--- config.mk ---
export PLATFORM = sky130hd
export DESIGN_NAME = rac_ram
export DESIGN_NICKNAME = d
export VERILOG_FILES = /design/src/rtl/rac_ram.sv
export SDC_FILE = /design/constraint.sdc
export NUM_CORES = 1
export LEC_CHECK = 0
export BUFFER_PORTS_ARGS = -buffer_cell sky130_fd_sc_hd__buf_2
export CAP_MARGIN = 20
export CORE_ASPECT_RATIO = 0.9
export CORE_MARGIN = 2
export CORE_UTILIZATION = 40
export DETAILED_ROUTE_END_ITERATION = 7
export GPL_TIMING_DRIVEN = 0
export PLACE_DENSITY_LB_ADDON = 0.08
export RECOVER_POWER = 50
export SLEW_MARGIN = 20
export SYNTH_ARGS = -nofsm -noshare
export SYNTH_HDL_FRONTEND = slang
export SYNTH_SLANG_ARGS = --single-unit
--- constraint.sdc ---
create_clock -name clk -period 5.2 [get_ports clk]
set_clock_uncertainty 0.15 [all_clocks]
set_input_delay 0.52 -clock clk [delete_from_list [all_inputs] [get_ports clk]]
set_output_delay 0.52 -clock clk [all_outputs]
set_load 0.02 [all_outputs]
--- src/rtl/rac_ram.sv ---
module rac_ram #(
  parameter int unsigned WIDTH = 8,
  parameter int unsigned DEPTH = 16,
  localparam int unsigned AW   = (DEPTH > 1) ? $clog2(DEPTH) : 1
) (
  input  logic             clk,
  input  logic             wr_en,
  input  logic [AW-1:0]    wr_addr,
  input  logic [WIDTH-1:0] wr_data,
  input  logic [AW-1:0]    rd_addr,
  output logic [WIDTH-1:0] rd_data
);

  logic [WIDTH-1:0] mem_r [DEPTH];
  logic [WIDTH-1:0] rd_data_r;

  always_ff @(posedge clk) begin
    if (wr_en) begin
      mem_r[wr_addr] <= wr_data;
    end
    rd_data_r <= mem_r[rd_addr];
  end

  assign rd_data = rd_data_r;

endmodule

==> metrics <==
Post-Synthesis Cell Area 5150 um2; Critical Path Sink Type register; clk_lat worst skew 0.41 ns; fin crit share 37.8%; Post-DRT Antenna Nets 0; synthesized flop and latch total 136; Post-CTS Repair Setup Buffers 0; number of distinct library cells after synthesis 19; Die Y 112 um; yosys warns 0; top_reg_cell synth edfxtp_1; Yosys top cell by area edfxtp_1; Net Switching 476 uW; Max-Cap Viols 0; sequential-to-total area share from yosys stat 77.8%; R2R Path End rd_data[7]; core area 12600 um2; Fin. Hold Viols 0; Chip Width 124 um; most common cell in the netlist edfxtp_1; port bufs 24; ant diodes 0; CTS tree yes; share of post-route cells with drive strength above 1 23.9%; final max-slew violation count 0; Final Wtd Congestion 0.687; wire per inst 22.1 um; number of synthesized flops with an enable pin 128; WP data required 5.08 ns; first-pass iteration count of the detailed router 6; Root Buffer clkbuf_16; final hold slack 0.449 ns; critical path class in -> reg; switch share 19.4%; Synth top cells by count 128 x edfxtp_1, 18 x mux4_2, 16 x a22oi_1; vias in the first global route 2295; number of cell rows 39; clock share of power 44.8%; initial antenna violation count 0; Hold WC Path Type in -> reg; Post-Synthesis Cells 229; syn nets 247; RSZ-0062 raised after global routing false; slowest cell delay on critical path 0.65 ns; P&R area growth vs syn 17.0%; worst-path cell chain clkbuf_1 > or3b_2 > nor2_1; maximum vdd drop 260 uV; CP bufs+invs 1; worst hold path endpoint rd_data[0]; DRT Wirelength 9940 um; number of remaining DRC errors 0; maximum clock insertion buffer count 2; initial DRC count 152; Area contributors post-synth edfxtp_1 75%, mux4_2 7.9%, mux4_1 7.1%; Overall Global Routing Usage 16.0%; Avg Inst Size Synth 22.5 um2; HPWL after detailed placement 6310 um; Finish-stage setup viols 0; Logic pwr share 5.0%; final global-route overflow total 0; CTS resizes 0; r2r worst-path depth 3; CTS sink count 136; worst rel slew slack 16.8%; Num CTS Buffers 17; achievable frequency 509 MHz; total negative slack 0 ns; Leak 0.00198 uW; Critical Path Start Type input port; H-tree depth 4; WP data arrival 1.85 ns; num ports 26; starting density of the core 40.7%; pwr dens 408 nW/um2; Slew @ Worst Pin 1.24 ns; CP max stage cell nor2_1; pin count of the biggest net entering global routing 17; first-pass GRT wire length 14600 um; Worst Setup SP wr_en; Hold Crit Depth 4; via count 2271; worst hold start rd_addr[0]; status completed; reg2reg start mem_r[7][7]; cell family with most CP delay simple AND/OR/NAND/NOR gates; Via density 5.06; min Tclk post-route 1.97 ns; Internal 1980 uW; Synth async-reset ratio 0%; # nets final 290; maximum fanout along the worst path 8; Synth top area share 74.7%; clock-pin slew on the worst setup and hold paths 0.05 ns; setup slack, reg-to-reg 3.64 ns; Die Area 13800 um2; Seq pwr share 50.2%; Hold Buf Count CTS 0
tightest hold or removal path, stage by stage:
cell and delay [ns]:
buf_6 0.11, mux4_1 0.21, a22oi_1 0.08, nand2_1 0.06
power by group through the flow:
stage	Sequential (uW)	Clock [uW]	Combinational, uW
CTS	1230	1120	129
floorplan	1260	0	62.2
global placement	1250	0	127
global route	1230	1180	135
detailed placement	1250	0	129
finish	1230	1100	124
area by class of cell:
class | instances | area (um2)
fillers | 1073 | 6620
flip-flops and latches | 136 | 4000
multi-input cells | 83 | 1070
clock buffers | 29 | 510
well taps | 164 | 205
repair buffers | 24 | 106
plain buffers | 10 | 86.3
clock inverters | 3 | 38.8
layer usage:
| layer | up-vias | global-route usage, % | wire [um] |
|---|---|---|---|
| li1 | 1057 | - | - |
| met5 | - | 0 | 0 |
| met1 | 1160 | 23.3 | 4710 |
| met3 | 4 | 5.23 | 528 |
| met4 | 0 | 5.68 | 67 |
| met2 | 50 | 22.6 | 4640 |
sequential cells by signal, indices dropped and copies added, names as in the netlist:
signal / count
mem_r: 128
rd_data: 8
stage by stage:
step           std cells  cell area [um2]  power [uW]  setup slack, ns  utilization (%)
2_1_floorplan        229             5150        1320             3.04                -
3_3_place_gp         417             5470        1380             2.44             43.3
3_5_place_dp         417             5490        1380             2.81             43.5
4_1_cts              449             6040        2480             3.23             47.8
5_1_grt              449             6020        2550             3.12             47.7
6_report             449             6020        2460             3.23             47.7
layout by cell type, fill, tap and decap left out, types with 2 or more instances in the layout:
master and n:
clkdlybuf4s25_2 3, nand3b_1 2, nor3_2 3, buf_2 16, nand2b_1 2, buf_6 3, mux4_1 14, clkbuf_16 17
dfxtp_1 8, mux4_2 18, nand2_1 9, clkbuf_1 19, edfxtp_1 128, a22oi_1 16, clkbuf_8 4, nor2_1 13
how the worst max path moves through the flow:
stage / to / slack [ns] / depth (start not counted)
detailed placement: mem_r[2][0] / 2.81 / 3
global route: mem_r[2][6] / 3.12 / 3
finish: mem_r[2][4] / 3.23 / 3
CTS: mem_r[2][5] / 3.23 / 3
floorplan: mem_r[0][0] / 3.04 / 2
global placement: mem_r[0][0] / 2.44 / 3
kinds of logic (layout without fill, tap and decap cells):
family,Yosys count,after routing,share of synthesized area [%]
AND/OR/NAND/NOR,35,35,3.18
buffers and inverters,10,66,1.68
flip-flops,136,136,77.8
AO/OA/AOI/OAI,16,16,2.33
multiplexers,32,32,15.0
Note: power is estimated with default switching activity, not from simulation.
