**config.mk**
```make
export PLATFORM = sky130hd
export DESIGN_NAME = rac_region_cmp
export DESIGN_NICKNAME = d
export VERILOG_FILES = /design/src/rtl/rac_pkg.sv /design/src/rtl/rac_region_cmp.sv
export SDC_FILE = /design/constraint.sdc
export NUM_CORES = 1
export LEC_CHECK = 0
export BUFFER_PORTS_ARGS = -buffer_cell sky130_fd_sc_hd__clkbuf_2
export CAP_MARGIN = 20
export CORE_ASPECT_RATIO = 1.2
export CORE_UTILIZATION = 25
export DETAILED_ROUTE_END_ITERATION = 8
export GPL_ROUTABILITY_DRIVEN = 1
export PLACE_DENSITY = 0.63
export SYNTH_ARGS = -nofsm -noshare
export SYNTH_HDL_FRONTEND = slang
export SYNTH_SLANG_ARGS = --single-unit
```
**constraint.sdc**
```tcl
create_clock -name vclk -period 3.4
set_clock_uncertainty 0.2 [all_clocks]
set_input_delay 0.68 -clock vclk [all_inputs]
set_output_delay 0.68 -clock vclk [all_outputs]
set_load 0.005 [all_outputs]
```
**src/rtl/rac_pkg.sv**
```systemverilog
package rac_pkg;

  localparam int unsigned OP_W     = 2;
  localparam int unsigned RING_W   = 8;
  localparam int unsigned ADDR_W   = 32;
  localparam int unsigned PERM_W   = 8;
  localparam int unsigned STATUS_W = 3;

  typedef enum logic [OP_W-1:0] {
    OP_CHECK  = 2'd0,
    OP_CREATE = 2'd1,
    OP_ADD    = 2'd2,
    OP_REMOVE = 2'd3
  } op_t;

  typedef enum logic [STATUS_W-1:0] {
    ST_OK             = 3'd0,
    ST_BAD_INDEX      = 3'd1,
    ST_ALREADY_ACTIVE = 3'd2,
    ST_NOT_ACTIVE     = 3'd3,
    ST_FULL           = 3'd4
  } status_t;

  // One stored region: inclusive start, exclusive end, granted permissions.
  typedef struct packed {
    logic [ADDR_W-1:0] start_addr;
    logic [ADDR_W-1:0] limit_addr;
    logic [PERM_W-1:0] perms;
  } region_t;

  // Access under check; last is addr + size carried in one extra bit.
  typedef struct packed {
    logic [ADDR_W:0]   last;
    logic [ADDR_W-1:0] addr;
    logic [PERM_W-1:0] kind;
  } access_t;

endpackage

```
**src/rtl/rac_region_cmp.sv**
```systemverilog
module rac_region_cmp (
  input  rac_pkg::region_t region,
  input  rac_pkg::access_t access,
  output logic             hit
);

  logic start_ok;
  logic end_ok;
  logic perm_ok;

  assign start_ok = access.addr >= region.start_addr;
  assign end_ok   = access.last <= {1'b0, region.limit_addr};
  assign perm_ok  = (region.perms & access.kind) == access.kind;
  assign hit      = start_ok && end_ok && perm_ok;

endmodule

```
==> results of run 1 <==
worst paths after layout:
kind	slack [ns]	from	cells past startpoint	end
hold / removal	1.63	region[7]	5	hit
setup / recovery	-0.04	region[38]	10	hit
Yosys cell counts, types with 3 or more instances:
cell     instances
a21o_1           8
a21oi_1         22
ha_1            64
inv_1           73
nand2_1         12
nand3_1          5
nand4_1          9
nor3_1           3
o21ai_0          6
layer usage:
metal,vias up,GRT usage (%),routed length (µm)
li1,1111,-,-
met1,894,14.55,1896
met2,96,27.98,2354
met3,2,1.990,391
met4,0,0.6410,25
met5,-,0,0
critical path, stage by stage:
cell and delay (ns):
clkbuf_2 0.07, inv_1 0.03, ha_1 0.28, and4b_1 0.22, nand4_1 0.12, or4_4 0.48
nor4b_4 0.23, nor4_2 0.08, o221a_1 0.25, clkbuf_2 0.12
final cells by class:
type / instances / area, µm²
fill: 676 / 3885
multi-input combinational: 161 / 1435
timing repair buffer: 148 / 745.7
inverter: 73 / 274.0
tap: 85 / 106.4
cells by family after synthesis:
kind of cell	count (synthesis)	synth area share, %
AO/OA/AOI/OAI	53	20.54
AND/OR/NAND/NOR	44	15.31
buffers and inverters	73	16.36
adder cells (fa/ha/maj)	64	47.80
where the power goes:
part	internal [mW]	leakage [nW]	total, mW	switching, mW
registers	0	0	0	0
clock network	0	0	0	0
logic	0.138	1.74	0.251	0.113
total	0.138	1.74	0.251	0.113
stage by stage:
stage	instance area, µm²	worst slack [ns]	TNS, ns
after floorplan	1675	0.1460	0
after global placement	2520	-0.1154	-0.1154
after detailed placement	2520	-0.1584	-0.1584
after CTS	2561	-0.03024	-0.03024
after global routing	2561	-0.1258	-0.1258
final	2561	-0.03852	-0.03852
repair_timing:
action	CTS	global route
pin swaps	4	0
resized for setup	5	0
buffers inserted	1	0
setup endpoints to repair	1	1
==> results.txt, run 1 <==
WL final: 4668 µm
most frequent cells in the layout: clkbuf_2 (146), inv_1 (72), ha_1 (63)
seq_cells: 0
DRC: 0
post-layout min period: 3.439 ns
Wirelength per Cell: 9.996 µm
Total Power: 0.2510 mW
area leader, netlist: ha_1
Critical Path RT: 2.52 ns
synth top area cells: ha_1 (48%), inv_1 (16%), a21oi_1 (6.6%)
Clock Buffer Count: 0
post-synth cell types: 33
CP Capture Type: output port
syn avg cell area: 7.160 µm²
Vias: 2103
nets: 593
Total GRT Usage: 13.47%
via/cell ratio: 4.503
CP Max Fanout: 3
leakage: 1.738 nW
height of the die: 91.68 µm
post-synth top area share: 47.80%
worst slew pin tran: 0.2891 ns
Synth Net Count: 443
Worst Hold Class: in -> out
share of layout cells above drive strength 1: 40.58%
peak supply drop: 0.03663 mV
vias in the first global route: 2080
die area: 7034 µm²
first-pass GRT wire length: 8114 µm
Final setup viols: 1
Post-Syn Instances: 234
failing checks: negative setup slack
post-synthesis sequential area ratio: 0%
WP data arrival: 2.56 ns
f_max: 0.2908 GHz
Fin. Hold Viols: 0
Placer Congestion: 0.8127
nature of the critical path startpoint: primary input
dpl hpwl: 4550 µm
mapped cell area: 1675 µm²
Slew Viols, Final: 0
Initial Util: 25.99%
PwrDens: 97.99 nW/µm²
FF+latch area: 0 µm²
Worst slew margin: 80.52%
Fin Hold WS: 1.627 ns
Placed Cells: 466
Warnings, synthesis: 0
width of the die: 76.73 µm
std cell rows: 32
# hold bufs at CTS: 0
DRT iter0 DRCs: 15
largest net degree at the start of global routing: 4
final core occ: 39.73%
WS Path Type: in -> out
MaxCap Viol Count: 0
GR Overflow Total: 0
Diodes inserted: 0
most common cell after layout, fill and taps aside: clkbuf_2
drt first pass iters: 4
status: finished with violations
core area: 6446 µm²
initial antenna violation count: 0
port bufs: 146
P&R area growth vs syn: 52.88%
slack of the critical path: -0.03852 ns
Final Cycle Share: 101.1%
Post-DRT Antenna Nets: 0
Ports: 146
Final Instance Count excl. Fillers: 467
unrepaired setup endpoints after global routing: yes
Power figures use the tool's default switching activity.
==> run 2: changes to the inputs <==
--- a/config.mk
+++ b/config.mk
@@ -5,13 +5,15 @@
 export SDC_FILE = /design/constraint.sdc
 export NUM_CORES = 1
 export LEC_CHECK = 0
+export ABC_AREA = 1
 export BUFFER_PORTS_ARGS = -buffer_cell sky130_fd_sc_hd__clkbuf_2
 export CAP_MARGIN = 20
 export CORE_ASPECT_RATIO = 1.2
 export CORE_UTILIZATION = 25
 export DETAILED_ROUTE_END_ITERATION = 8
 export GPL_ROUTABILITY_DRIVEN = 1
-export PLACE_DENSITY = 0.63
+export PLACE_DENSITY = 0.61
+export RECOVER_POWER = 100
 export SYNTH_ARGS = -nofsm -noshare
 export SYNTH_HDL_FRONTEND = slang
 export SYNTH_SLANG_ARGS = --single-unit
==> run 2 against run 1 <==
Net effect:
- the flow now finishes without violations
- final area grew 6.9%
- critical path depth up 5
- via count grew 9.7%
- first-iteration DRC count decreased by 47%
- non-clock buffer count fell by 2
- setup slack improved by 0.54 ns
- routed wire length rose by 10%
- largest cell class unchanged
- total power is 11% higher
- critical endpoint unchanged
- sequential share of layout area unchanged
- cell count grew 18%
- maximum frequency grew 19%
==> results.txt, run 2 <==
most frequent cells in the layout: clkbuf_2 (146), inv_1 (88), nand2_1 (75)
Cell Chain, Critical Path: clkbuf_2 -> inv_1 -> ha_1 -> nand2_1 -> a21oi_1 -> nor2_1 -> nand2_1 -> nand2_1 -> nand2_1 -> nand2_1 -> nand2_1 -> nand2_1 -> nand2_1 -> nor2_1 -> clkbuf_2
worst slew pin tran: 0.2906 ns
post-synth cell types: 23
Hold Path Origin: region[1]
WP data arrival: 2.02 ns
clock share of power: 0%
Warnings, synthesis: 0
syn avg cell area: 6.033 µm²
Post-DRT Antenna Nets: 0
Setup TNS Final: 0 ns
Worst slew margin: 80.60%
Worst Hold Path Cells: 6
nets: 671
nature of the critical path startpoint: primary input
largest net degree at the start of global routing: 4
post-synthesis sequential area ratio: 0%
Hold Path End: hit
Critical Path RT: 2.52 ns
Wirelength per Cell: 9.360 µm
width of the die: 81.47 µm
f_max: 0.3454 GHz
Flop pwr share: 0%
Int Pwr: 0.1412 mW
unrepaired setup endpoints after global routing: no
PwrDens: 101.9 nW/µm²
Final setup viols: 0
Initial Util: 26.04%
port bufs: 146
Synth Net Count: 523
status: finished clean
DRC: 0
std cell rows: 34
share of layout cells above drive strength 1: 35.43%
CP max stage delay: 0.30 ns
seq_cells: 0
WL final: 5148 µm
Placer Congestion: 0.7207
WS Path Type: in -> out
post-CTS setup buffer count: 0
leakage: 1.904 nW
Fin. Hold Viols: 0
Finished Cell Area: 2738 µm²
via/cell ratio: 4.195
Clock Buffer Count: 0
vias in the first global route: 2298
slack of the critical path: 0.5045 ns
switching part of the total: 49.37%
net switching power: 0.1377 mW
synth top area cells: ha_1 (42%), inv_1 (17%), nand2_1 (15%)
Diodes inserted: 0
Total GRT Usage: 13.02%
post-synth top area share: 42.27%
cell mode on critical path: nand2_1
FF+latch area: 0 µm²
DRT iter0 DRCs: 8
Post-Syn Instances: 314
worst path buffer plus inverter count: 3
Ports: 146
Final Cycle Share: 85.16%
drt first pass iters: 3
PostCTS Resize Cnt: 0
critical path's slowest cell: ha_1
delay-heaviest family, CP: simple AND/OR/NAND/NOR gates
# hold bufs at CTS: 0
peak supply drop: 0.04132 mV
combinational fraction of design power: 100.0%
Vias: 2307
core area: 7274 µm²
post-placement setup slack: 0.4545 ns
most common cell after layout, fill and taps aside: clkbuf_2
fill count: 801
height of the die: 97.36 µm
dpl cell area: 2738 µm²
first-pass GRT wire length: 8452 µm
die area: 7931 µm²
GR Overflow Total: 0
top-count cell post-synth: inv_1
CP Max Fanout: 3
Slew Viols, Final: 0
post-layout min period: 2.895 ns
P&R area growth vs syn: 44.52%
MaxCap Viol Count: 0
CP Capture Type: output port
mapped cell area: 1894 µm²
Synth top cells by count: inv_1 (88), nand2_1 (75), ha_1 (64)
dpl hpwl: 5124 µm
area leader, netlist: ha_1
Worst Hold Class: in -> out
initial antenna violation count: 0
==> run 2: changes by cell type after synthesis, moves of 3 or more <==
cell / previous run / this run
nand4_1: 9 / 2
nand2_2: 0 / 5
a21o_1: 8 / 3
nand2_1: 12 / 75
a21oi_1: 22 / 25
nor2_1: 2 / 21
inv_1: 73 / 88
nor2_2: 0 / 4
==> run 2: power groups by stage <==
stage | Combinational (mW) | Sequential, mW | Clock, mW
floorplan | 0.160 | 0 | 0
global placement | 0.276 | 0 | 0
detailed placement | 0.283 | 0 | 0
CTS | 0.286 | 0 | 0
global route | 0.328 | 0 | 0
finish | 0.279 | 0 | 0
==> run 2: logic make-up (layout without fill, tap and decap cells) <==
logic type	after synthesis	in the layout	share of synthesized area, %
compound gates	38	38	11.16
fa+ha+maj	64	64	42.27
buf+inv	91	237	18.03
simple gates	121	121	28.53
==> run 2: final cells by class <==
| class | count | area, µm² | share of cell area, % |
|---|---|---|---|
| well taps | 90 | 112.6 | 4.113 |
| multi-input cells | 223 | 1553 | 56.72 |
| inverters | 91 | 341.6 | 12.48 |
| repair buffers | 146 | 730.7 | 26.69 |
==> run 2: metrics by stage <==
step                power (mW)  utilization [%]  hold slack, ns  instances
detailed placement      0.2834            37.63           1.624        550
global route            0.3284            37.63           1.666        550
CTS                     0.2858            37.63           1.625        550
global placement        0.2763            37.63           1.643        550
floorplan               0.1598                -           1.383        314
finish                  0.2790            37.63           1.620        550
==> run 2: worst max-delay path by stage <==
stage	startpoint	to	slack [ns]	depth (start not counted)
2_1_floorplan	region[36]	hit	0.85	13
3_3_place_gp	region[16]	hit	0.52	15
3_5_place_dp	region[16]	hit	0.45	15
4_1_cts	region[16]	hit	0.45	15
5_1_grt	region[16]	hit	0.30	15
6_report	region[16]	hit	0.50	15
==> run 2: routing by layer <==
layer  vias up  global-route usage (%)  part of all wire [%]
li1       1267                       -                     -
met1       925                   12.03                    38
met2       113                   29.04                    52
met3         2                   1.502                   9.5
met4         0                  0.4121                  0.27
met5         -                       0                     0
==> run 2: tightest hold or removal path: cells and delay by family <==
family          cells  cell delay, ns
compound gates      1            0.11
simple gates        3            0.17
buf+inv             2            0.18
